`src/rtl/gffra_pkg.sv`:
```
package gffra_pkg;

  localparam int unsigned MaxColsDef = 16;
  localparam int unsigned MaxRowsDef = 16;

  localparam logic [2:0] OP_CLEAR   = 3'd0;
  localparam logic [2:0] OP_MARK    = 3'd1;
  localparam logic [2:0] OP_FREE    = 3'd2;
  localparam logic [2:0] OP_TEST    = 3'd3;
  localparam logic [2:0] OP_FIND    = 3'd4;
  localparam logic [2:0] OP_RESERVE = 3'd5;

  localparam logic [0:0] CFG_COLS = 1'b0;
  localparam logic [0:0] CFG_ROWS = 1'b1;

  typedef struct packed {
    logic [2:0] operation;
    logic [7:0] start_index;
    logic [4:0] item_width;
    logic [4:0] item_height;
  } req_t;

  typedef struct packed {
    logic       fit_found;
    logic [7:0] placement_index;
    logic       status;
  } rsp_t;

  // controller to datapath
  typedef struct packed {
    logic load;       // latch request, set up start position
    logic div_step;   // split start index: one row per step
    logic clr_start;  // begin clearing sweep
    logic clr_row;    // clear current row, advance
    logic chk_row;    // check current row of candidate, advance
    logic next_cand;  // advance candidate position
    logic wr_row;     // write current row (mark/free, or reserve after a find), advance
    logic rewind;     // rewind row pointer to candidate row
    logic set_fit;
    logic set_oob;
  } cmd_t;

  // datapath to controller
  typedef struct packed {
    logic [2:0] op;
    logic       div_done;
    logic       in_bounds;
    logic       row_hit;
    logic       last_row;
    logic       cand_end;
  } sts_t;

endpackage

```
`src/rtl/gffra_ctrl.sv`:
```
module gffra_ctrl
  import gffra_pkg::*;
(
  input  logic clk_i,
  input  logic rst_ni,
  input  logic req_valid_i,
  output logic req_ready_o,
  output logic rsp_valid_o,
  input  logic rsp_ready_i,
  input  sts_t sts_i,
  output cmd_t cmd_o
);

  localparam logic [2:0] S_IDLE  = 3'd0;
  localparam logic [2:0] S_DISP  = 3'd1;
  localparam logic [2:0] S_CLR   = 3'd2;
  localparam logic [2:0] S_WR    = 3'd3;
  localparam logic [2:0] S_TEST  = 3'd4;
  localparam logic [2:0] S_SCAN  = 3'd5;
  localparam logic [2:0] S_RSV   = 3'd6;
  localparam logic [2:0] S_RSP   = 3'd7;

  logic [2:0] state_q, state_d;
  logic       reserve_q, reserve_d;

  assign req_ready_o = (state_q == S_IDLE);
  assign rsp_valid_o = (state_q == S_RSP);

  always_comb begin
    state_d   = state_q;
    reserve_d = reserve_q;
    cmd_o     = '0;
    case (state_q)
      S_IDLE: begin
        if (req_valid_i) begin
          cmd_o.load = 1'b1;
          state_d    = S_DISP;
        end
      end
      S_DISP: begin
        reserve_d = (sts_i.op == OP_RESERVE);
        if (!sts_i.div_done) begin
          cmd_o.div_step = 1'b1;
        end else begin
          case (sts_i.op)
            OP_CLEAR: begin
              cmd_o.clr_start = 1'b1;
              state_d         = S_CLR;
            end
            OP_MARK, OP_FREE: begin
              if (sts_i.in_bounds) begin
                state_d = S_WR;
              end else begin
                cmd_o.set_oob = 1'b1;
                state_d       = S_RSP;
              end
            end
            OP_TEST: begin
              if (sts_i.in_bounds) begin
                state_d = S_TEST;
              end else begin
                cmd_o.set_oob = 1'b1;
                state_d       = S_RSP;
              end
            end
            OP_FIND, OP_RESERVE: state_d = S_SCAN;
            default: state_d = S_RSP;
          endcase
        end
      end
      S_CLR: begin
        cmd_o.clr_row = 1'b1;
        if (sts_i.last_row) state_d = S_RSP;
      end
      S_WR: begin
        cmd_o.wr_row = 1'b1;
        if (sts_i.last_row) state_d = S_RSP;
      end
      S_TEST: begin
        if (sts_i.row_hit) begin
          state_d = S_RSP;
        end else begin
          cmd_o.chk_row = 1'b1;
          if (sts_i.last_row) begin
            cmd_o.set_fit = 1'b1;
            state_d       = S_RSP;
          end
        end
      end
      S_SCAN: begin
        if (sts_i.cand_end) begin
          state_d = S_RSP;
        end else if (!sts_i.in_bounds || sts_i.row_hit) begin
          cmd_o.next_cand = 1'b1;
        end else begin
          cmd_o.chk_row = 1'b1;
          if (sts_i.last_row) begin
            cmd_o.set_fit = 1'b1;
            if (reserve_q) begin
              cmd_o.rewind = 1'b1;
              state_d      = S_RSV;
            end else begin
              state_d = S_RSP;
            end
          end
        end
      end
      S_RSV: begin
        cmd_o.wr_row = 1'b1;
        if (sts_i.last_row) state_d = S_RSP;
      end
      S_RSP: begin
        if (rsp_ready_i) state_d = S_IDLE;
      end
      default: state_d = S_IDLE;
    endcase
  end

  always_ff @(posedge clk_i or negedge rst_ni) begin
    if (!rst_ni) begin
      state_q   <= S_IDLE;
      reserve_q <= 1'b0;
    end else begin
      state_q   <= state_d;
      reserve_q <= reserve_d;
    end
  end

endmodule

```
`src/rtl/gffra_dpath.sv`:
```
module gffra_dpath
  import gffra_pkg::*;
#(
  parameter int unsigned MaxCols = MaxColsDef,
  parameter int unsigned MaxRows = MaxRowsDef
) (
  input  logic clk_i,
  input  logic rst_ni,
  input  logic [4:0] grid_cols_i,
  input  logic [4:0] grid_rows_i,
  input  req_t req_i,
  input  cmd_t cmd_i,
  output sts_t sts_o,
  output rsp_t rsp_o
);

  localparam int unsigned RowW = (MaxRows > 1) ? $clog2(MaxRows) : 1;
  localparam int unsigned CW   = 7;

  logic [MaxCols-1:0] occ_q [MaxRows];

  req_t       req_q;
  logic [CW-1:0] col_q, row_q, cand_row_q, r_q;
  logic [8:0] cidx_q;
  logic [8:0] total_q;
  logic [8:0] rem_q;
  rsp_t       rsp_q;
  logic [CW-1:0] cols, rows;

  // Effective grid size
  always_comb begin
    cols = (grid_cols_i == 5'd0) ? CW'(1) : CW'(grid_cols_i);
    rows = (grid_rows_i == 5'd0) ? CW'(1) : CW'(grid_rows_i);
    if (cols > CW'(MaxCols)) cols = CW'(MaxCols);
    if (rows > CW'(MaxRows)) rows = CW'(MaxRows);
  end

  logic [CW:0] wend, hend;
  logic        inb;
  logic [MaxCols-1:0] mask;
  logic [MaxCols-1:0] cur_row;
  logic        hit;

  assign wend = {1'b0, col_q} + (CW+1)'(req_q.item_width);
  assign hend = {1'b0, cand_row_q} + (CW+1)'(req_q.item_height);
  assign inb  = (req_q.item_width != 5'd0) && (req_q.item_height != 5'd0) &&
                (cand_row_q < rows) && (wend <= {1'b0, cols}) &&
                (hend <= {1'b0, rows});

  always_comb begin
    for (int i = 0; i < MaxCols; i++) begin
      mask[i] = (CW'(i) >= col_q) && ((CW+1)'(i) < wend);
    end
  end

  // start tile split into row and column by repeated subtraction, one row a cycle
  logic [8:0] rem_nxt;
  assign rem_nxt = rem_q - {2'b0, cols};

  assign cur_row = occ_q[r_q[RowW-1:0]];
  assign hit     = |(cur_row & mask);

  assign sts_o.op        = req_q.operation;
  assign sts_o.div_done  = (rem_q < {2'b0, cols}) || (cand_row_q >= rows);
  assign sts_o.in_bounds = inb;
  assign sts_o.row_hit   = hit;
  assign sts_o.last_row  = (req_q.operation == OP_CLEAR) ? (r_q == CW'(MaxRows - 1))
                                                         : ((r_q + CW'(1)) == hend[CW-1:0]);
  assign sts_o.cand_end  = (cidx_q >= total_q);
  assign rsp_o           = rsp_q;

  logic [2*CW-1:0] tot;
  assign tot = {{CW{1'b0}}, cols} * {{CW{1'b0}}, rows};

  always_ff @(posedge clk_i or negedge rst_ni) begin
    if (!rst_ni) begin
      for (int i = 0; i < MaxRows; i++) occ_q[i] <= '0;
    end else begin
      if (cmd_i.clr_row) occ_q[r_q[RowW-1:0]] <= '0;
      if (cmd_i.wr_row) begin
        if (req_q.operation == OP_FREE) occ_q[r_q[RowW-1:0]] <= cur_row & ~mask;
        else occ_q[r_q[RowW-1:0]] <= cur_row | mask;
      end
    end
  end

  always_ff @(posedge clk_i) begin
    if (cmd_i.load) begin
      req_q      <= req_i;
      total_q    <= (tot > (2*CW)'(256)) ? 9'd256 : tot[8:0];
      rsp_q      <= '0;
      cand_row_q <= '0;
      r_q        <= '0;
      if (req_i.operation == OP_MARK || req_i.operation == OP_FREE ||
          req_i.operation == OP_TEST) begin
        col_q  <= req_i.start_index[CW-1:0];
        rem_q  <= {1'b0, req_i.start_index};
        cidx_q <= {1'b0, req_i.start_index};
      end else begin
        col_q <= '0; rem_q <= '0; cidx_q <= '0;
      end
    end
    if (cmd_i.div_step) begin
      rem_q      <= rem_nxt;
      col_q      <= rem_nxt[CW-1:0];
      cand_row_q <= cand_row_q + CW'(1);
    end
    if (cmd_i.clr_start) r_q <= '0;
    if (cmd_i.clr_row || cmd_i.wr_row || cmd_i.chk_row || cmd_i.div_step) r_q <= r_q + CW'(1);
    if (cmd_i.rewind) r_q <= cand_row_q;
    if (cmd_i.next_cand) begin
      cidx_q <= cidx_q + 9'd1;
      if ((col_q + CW'(1)) == cols) begin
        col_q      <= '0;
        cand_row_q <= cand_row_q + CW'(1);
        r_q        <= cand_row_q + CW'(1);
      end else begin
        col_q <= col_q + CW'(1);
        r_q   <= cand_row_q;
      end
    end
    if (cmd_i.set_oob) rsp_q.status <= 1'b1;
    if (cmd_i.set_fit) begin
      rsp_q.fit_found       <= 1'b1;
      rsp_q.placement_index <= cidx_q[7:0];
    end
  end

endmodule

```
`src/rtl/grid_first_fit_rect_allocator.sv`:
```
// Request taken to response offered: the start tile is first split into row and column;
// then mark, free and test walk the rectangle's rows, and clear walks every map row.
// Find: tiles are tried in order, each candidate's rows checked; reserve then writes its rows.
// Throughput: one request at a time; the next is taken the cycle after the response.
// Reset: map all free, grid 8 by 8, no response pending.
module grid_first_fit_rect_allocator
  import gffra_pkg::*;
#(
  parameter int unsigned MaxCols = MaxColsDef,
  parameter int unsigned MaxRows = MaxRowsDef
) (
  input  logic       clk_i,
  input  logic       rst_ni,
  input  logic       req_valid_i,
  output logic       req_ready_o,
  input  req_t       req_i,
  output logic       rsp_valid_o,
  input  logic       rsp_ready_i,
  output rsp_t       rsp_o,
  input  logic       cfg_valid_i,
  output logic       cfg_ready_o,
  input  logic [0:0] cfg_index_i,
  input  logic [4:0] cfg_data_i
);

  logic [4:0] cols_q, rows_q;
  cmd_t cmd;
  sts_t sts;

  assign cfg_ready_o = 1'b1;

  always_ff @(posedge clk_i or negedge rst_ni) begin
    if (!rst_ni) begin
      cols_q <= 5'd8;
      rows_q <= 5'd8;
    end else if (cfg_valid_i) begin
      if (cfg_index_i == CFG_COLS) cols_q <= cfg_data_i;
      else rows_q <= cfg_data_i;
    end
  end

  gffra_ctrl u_ctrl (
    .clk_i, .rst_ni, .req_valid_i, .req_ready_o, .rsp_valid_o, .rsp_ready_i,
    .sts_i(sts), .cmd_o(cmd)
  );

  gffra_dpath #(.MaxCols(MaxCols), .MaxRows(MaxRows)) u_dpath (
    .clk_i, .rst_ni, .grid_cols_i(cols_q), .grid_rows_i(rows_q),
    .req_i, .cmd_i(cmd), .sts_o(sts), .rsp_o
  );

`ifndef SYNTHESIS
  a_no_req_busy: assert property (@(posedge clk_i) disable iff (!rst_ni)
    rsp_valid_o |-> !req_ready_o) else $error("accepting while responding");
  a_rsp_hold: assert property (@(posedge clk_i) disable iff (!rst_ni)
    rsp_valid_o && !rsp_ready_i |=> rsp_valid_o && $stable(rsp_o))
    else $error("response dropped");
  a_fit_ok: assert property (@(posedge clk_i) disable iff (!rst_ni)
    rsp_valid_o |-> !(rsp_o.fit_found && rsp_o.status)) else $error("fit and oob");
`endif

endmodule

```
`config.mk`:
```
export PLATFORM = sky130hd
export DESIGN_NAME = grid_first_fit_rect_allocator
export DESIGN_NICKNAME = d
export VERILOG_FILES = /design/src/rtl/gffra_pkg.sv /design/src/rtl/gffra_ctrl.sv /design/src/rtl/gffra_dpath.sv /design/src/rtl/grid_first_fit_rect_allocator.sv
export SDC_FILE = /design/constraint.sdc
export NUM_CORES = 1
export LEC_CHECK = 0
export BUFFER_PORTS_ARGS = -buffer_cell sky130_fd_sc_hd__buf_2
export CORE_MARGIN = 4
export CORE_UTILIZATION = 65
export CTS_CLUSTER_DIAMETER = 150
export DETAILED_ROUTE_END_ITERATION = 8
export GPL_TIMING_DRIVEN = 0
export PLACE_DENSITY = 0.82
export SLEW_MARGIN = 40
export SYNTH_ARGS = -nofsm -noshare
export SYNTH_HDL_FRONTEND = slang
export SYNTH_SLANG_ARGS = --single-unit
```
`constraint.sdc`:
```
create_clock -name clk_i -period 11.62 [get_ports clk_i]
set_input_delay 1.743 -clock clk_i [delete_from_list [all_inputs] [get_ports clk_i]]
set_output_delay 1.743 -clock clk_i [all_outputs]
set_load 0.02 [all_outputs]
```
# After elaboration in Yosys (flattened, before gate mapping)
# Cells that the tools add are included.
# word_totals
reg_bits,341
in_bits,32
output_inout_bits,13
# classes
n_addsub,7
n_mul,1
magnitude_cmp,43
eq_ne,23
n_mux,75
bitwise,8
n_reduce_logical,49
# op_table
cell,n
$mux W256,3
$bwmux W256,2
$and A256 B256 Y256,1
$not A256 Y256,1
$mux W7,17
$bmux W16 S4,1
$demux W16 S4,1
$lt A4 B8 Y1 const A,8
$ge A4 B7 Y1 const A,8
$mux W16,3
$mux W9,4
$and A16 B16 Y16,2
$lt A3 B8 Y1 const A,4
$ge A3 B7 Y1 const A,4
$mux W3,9
$add A7 B1 Y7 const B,3
$logic_and A1 B1 Y1,21
$mux W1,21
$eq A3 B2 Y1 const B,6
$eq A3 B3 Y1 const B,6
$pmux W3 S6,1
$add A7 B5 Y8,2
$le A8 B7 Y1,2
$lt A1 B8 Y1 const A,2
41 further kinds,74

# Longest topological paths before layout
# depth
depth_word,18
ltp_mapped,20
mapped_depth_nobuf,20

# By module
# A second synthesis with hierarchy kept.
# unflattened
cells_unflattened,1729
hier_area_um2,18067.3
# modules_own_cells
mod,n_inst,cells_each,area_each_um2
gffra_dpath,1,1647,17156.5
gffra_ctrl,1,58,471.7
grid_first_fit_rect_allocator,1,24,439.2

# Least setup slack after synthesis
# No wires, ideal clock.
# synth_timing
kind,register to register
from,register cols_q[4]
to,"register u_dpath.total_q[1], data pin"
setup_ps,257
arrival_time_ps,4162
path_slack_ps,7201
stages_incl_launch_ff,18
path_buffers,1
period_less_slack_ps,4419
cell_sequence,dfrtp_1 -> inv_1 -> clkbuf_1 -> nand2_1 -> nor2_1 -> fa_1 -> ha_1 -> ha_1 -> fa_1 -> ha_1 -> a21oi_1 -> o21bai_1 -> a21oi_1 -> nor4_1 -> o21ai_0 -> nand2b_1 -> o21a_1 -> nor2b_1
# synth_between
elab_chain_len,6
# synth_rtl
item,line,text
"start, declared",grid_first_fit_rect_allocator.sv:26,"logic [4:0] cols_q, rows_q;"
"start signal, assigned",grid_first_fit_rect_allocator.sv:37,if (cfg_index_i == CFG_COLS) cols_q <= cfg_data_i;
$logic_not A5 Y1,gffra_dpath.sv:32,cols = (grid_cols_i == 5'd0) ? CW'(1) : CW'(grid_cols_i);
$mux W5 *,gffra_dpath.sv:32,
$gt A7 B5 Y1,gffra_dpath.sv:34,if (cols > CW'(MaxCols)) cols = CW'(MaxCols);
$mux W7 *,gffra_dpath.sv:34,
$mul A7 B7 Y14 *,gffra_dpath.sv:73,"assign tot = {{CW{1'b0}}, cols} * {{CW{1'b0}}, rows};"
$gt A14 B9 Y1,gffra_dpath.sv:90,total_q <= (tot > (2*CW)'(256)) ? 9'd256 : tot[8:0];
"end signal, assigned",gffra_dpath.sv:90,
"end, declared",gffra_dpath.sv:25,logic [8:0] total_q;
# Every way passes the cells marked *; elsewhere a longest branch is shown, timed or not.
# A chain may end at the register's enable or synchronous reset.

# Worst setup path in the final report
# layout_timing
from,register u_dpath.col_q[1]
to,"register u_dpath.r_q[0], enable pin"
# layout_between
elab_chain_len,12
elab_cells_between_ends,68
cone_classes,add/sub (1); order compare (33); mux (9); bitwise (1); reduce/logical (24)
# layout_rtl
item,line,text
"start, declared",gffra_dpath.sv:23,"logic [CW-1:0] col_q, row_q, cand_row_q, r_q;"
"start signal, assigned",gffra_dpath.sv:96,col_q <= req_i.start_index[CW-1:0];
"start signal, assigned",gffra_dpath.sv:105,col_q <= rem_nxt[CW-1:0];
"start signal, assigned",gffra_dpath.sv:118,col_q <= col_q + CW'(1);
$add A7 B5 Y8,gffra_dpath.sv:44,"assign wend = {1'b0, col_q} + (CW+1)'(req_q.item_width);"
$lt A1 B8 Y1 (tied with other cells),gffra_dpath.sv:52,mask[i] = (CW'(i) >= col_q) && ((CW+1)'(i) < wend);
$logic_and A1 B1 Y1 (on tied branches),"gffra_dpath.sv:52, gffra_dpath.sv:47",
$and A16 B16 Y16 / $logic_and A1 B1 Y1 (equally long branches),"gffra_dpath.sv:61, gffra_dpath.sv:47",
$reduce_or A16 Y1 / $logic_not A1 Y1 (equally long branches),"gffra_dpath.sv:61, gffra_ctrl.sv:93",
$logic_or A1 B1 Y1,gffra_ctrl.sv:93,end else if (!sts_i.in_bounds || sts_i.row_hit) begin
$mux W1,gffra_ctrl.sv:93,
$mux W2,gffra_ctrl.sv:91,if (sts_i.cand_end) begin
$pmux W1 S2,gffra_ctrl.sv:33,case (state_q)
$logic_or A1 B1 Y1 (2 in a row),gffra_dpath.sv:109,if (cmd_i.clr_row || cmd_i.wr_row || cmd_i.chk_row || cmd_i.div_step) r_q <= r_q + CW'(1);
$reduce_bool A5 Y1 (no source line) *,--,
"end signal, assigned",gffra_dpath.sv:109,
"end signal, assigned",gffra_dpath.sv:110,if (cmd_i.rewind) r_q <= cand_row_q;
"end signal, assigned",gffra_dpath.sv:116,r_q <= cand_row_q + CW'(1);
"end, declared",gffra_dpath.sv:23,
# Marked as above.

==> results.cfg <==
[floorplan]
rows = 60
dieArea_sq_um = 30640
fp.dieW_um = 175.1
fp.dieH_um = 175.1
num_io_pins = 45
start_util = 0.6674
coreArea_sq_um = 27180

[pwr]
cellLeakagePower_nw = 8.771
powerDensity_nw_per_um2 = 271.7
fin_total_pwr_mw = 5.489
ir_worst_vdd_v = 0.0001568

[timing]
fin_crit_sh = 0.4756
finalMaxSlewViolations = 0
fin_skew_ns = 0.02189
worstMarginPinSlew_ns = 0.9525
period_minus_slack_ns = 5.527
finalSetupViolCount = 0
rsz0062_at_grt = false
slew_headroom = 0.3468
max_freq_ghz = 0.1809
hold_viol_final = 0
final.setup.tns_ns = 0

[global_routing]
met1_usage = 0.4840
first_global_vias = 15005
track_usage = 0.3367
grt.busiest_layer = met2
grt-ovfl-total = 0
antenna_found_initial = 0
grt.met2_usage = 0.5126
grt_max_degree = 79
grtUsageMet3 = 0.07248
grt_pass1_wl_mm = 81.68

[clock_network]
clk_pin_slew_ns = 0.06
htreeDepth = 2
cts-buffers-inserted = 38
ctsRootBufferMaster = clkbuf_16
cts_setup_buffers = 0
cts_tree = yes
postCtsHoldBufs = 0
cts-resized-gates = 0
clock_sinks = 341
cts_max_path_buffers = 3
insertion_delay_ns = 0.54

[yosys]
ys_top_cells_by_count = nand2_1, o21ai_0, dfrtp_1
synthFlopType = dfrtp_1
synthCells = 1780
syn_area_sq_um = 18140
synth_edf_count = 62
async_flop_share = 0.7918
synth_cell_types = 80
syn_nets = 1896
synth_area_leaders = dfrtp_1, edfxtp_1, o21ai_0
yosysSeqAreaShare = 0.4852
synth.most_common_cell = nand2_1
yosysTopAreaCellShare = 0.3697
synth_top_cell_by_area = dfrtp_1
yosys_register_bits = 341
syn_area_per_cell_sq_um = 10.19
yosysWarnings = 0

[layout]
final_core_util = 0.7435
nFillCells = 1865
drive_gt1_frac = 0.1272
area.growth.synth_to_final_pct = 11.39
diodes = 0
nets = 1982

[drt]
drc_errors = 0
routed_wl_mm = 51.23
first_iter_violations = 2233
drt_pass1_iterations = 7
vias = 15056
drtAntennaViolNets = 0
avgRoutedWirePerCell_um = 22.60
viasPerCell = 6.641

[critical_path]
cp.required_ns = 11.85
end_kind = flip-flop
startpoint_type = flip-flop
path_max_fanout = 10
worstSetupPathType = reg2reg
crit_arrival_ns = 5.76

[run_status]
status = finished clean

[run]
maxCapViolations = 0

[placement]
place.gp.congestion = 0.9907
post-dp-hpwl_mm = 35.62
numPortBuffers = 43

[worst_hold_path]
min_path_type = reg2reg
[final cells by class]
cell class                 instances  area [sq um]  share of cell area
inverter                          64         240.2             0.01189
timing repair buffer              46         307.8             0.01523
sequential                       341          8801              0.4356
clock buffer                      52          1096             0.05425
multi-input combinational       1271          8660              0.4286
tap                              372         465.4             0.02304
buffer                           104         469.2             0.02322
clock inverter                    17         165.2            0.008174
[routing by layer]
metal | up-vias | routed length (um)
li1 | 6493 | -
met1 | 7393 | 19790
met2 | 1000 | 23390
met3 | 170 | 6118
met4 | 0 | 1934
met5 | - | 0
[critical path: stages, from the launching register on]
cell	delay, ns
edfxtp_1	0.42
clkbuf_1	0.35
inv_1	0.15
fa_1	0.54
nand2b_1	0.23
a21oi_1	0.22
xnor2_1	0.25
ha_1	0.33
o21ai_0	0.09
a21oi_1	0.06
o21ai_0	0.38
nand4_1	0.41
or2_4	0.41
o21ai_4	0.28
buf_6	0.21
nand2_1	0.34
a211o_1	0.54
[logic make-up after synthesis]
family | synth area share
XOR/XNOR | 0.02407
AO/OA/AOI/OAI | 0.1458
flip-flops | 0.4852
AND/OR/NAND/NOR | 0.1429
adder cells (fa/ha/maj) | 0.06291
buffers and inverters | 0.03897
multiplexers | 0.09988
other | 0.0002067
[stage by stage]
stage / setup WS, ns / hold slack, ns / std cells / area (sq um)
after floorplan: 7.201 / 0.4446 / 1780 / 18140
after global placement: 4.159 / 0.4336 / 2195 / 18820
after detailed placement: 6.276 / 0.4392 / 2198 / 18920
after CTS: 6.249 / 0.4688 / 2267 / 20180
after global routing: 5.912 / 0.4907 / 2267 / 20200
final: 6.093 / 0.4653 / 2267 / 20200
[power breakdown]
part / internal [mW] / leakage (nW) / switching (mW)
registers: 1.63 / 4.34 / 0.268
clock network: 0.712 / 0.630 / 0.497
logic: 0.839 / 3.80 / 1.54
[state kept, by name (all words and copies together), names as in the netlist]
name / cells
u_dpath.occ_q: 256
u_dpath.req_q: 10
u_dpath.rsp_o: 10
u_dpath.cidx_q: 9
u_dpath.rem_q: 9
u_dpath.total_q: 9
u_dpath.cand_row_q: 7
u_dpath.col_q: 7
u_dpath.r_q: 7
cols_q: 5
rows_q: 5
u_ctrl.state_q: 3
u_dpath.sts_o: 3
u_ctrl.reserve_q: 1
[final timing paths]
check | start | endpoint | slack (ns) | depth (start not counted)
setup / recovery | u_dpath.col_q[1] | u_dpath.r_q[0] | 6.09 | 16
hold / removal | u_dpath.rsp_o[0] | u_dpath.rsp_o[0] | 0.47 | 1
setup reg to reg | u_dpath.col_q[1] | u_dpath.r_q[0] | 6.09 | 16
hold reg to reg | u_dpath.rsp_o[0] | u_dpath.rsp_o[0] | 0.47 | 1
max in group asynchronous | rst_ni | rows_q[3] | 9.67 | 2
min in group asynchronous | rst_ni | u_dpath.occ_q[179] | 1.15 | 1
[cell usage in the layout, fill, tap and decap left out, types with 21 or more instances in the layout]
cell type / n
nand2_1: 349
o21ai_0: 306
dfrtp_1: 268
clkbuf_1: 81
ha_1: 72
nor2_1: 69
mux4_2: 66
inv_1: 63
edfxtp_1: 62
buf_2: 59
nand3_1: 54
clkbuf_16: 40
a22oi_1: 29
xnor2_1: 28
a21oi_1: 25
nor3_1: 21
(Power assumes the default switching activity.)
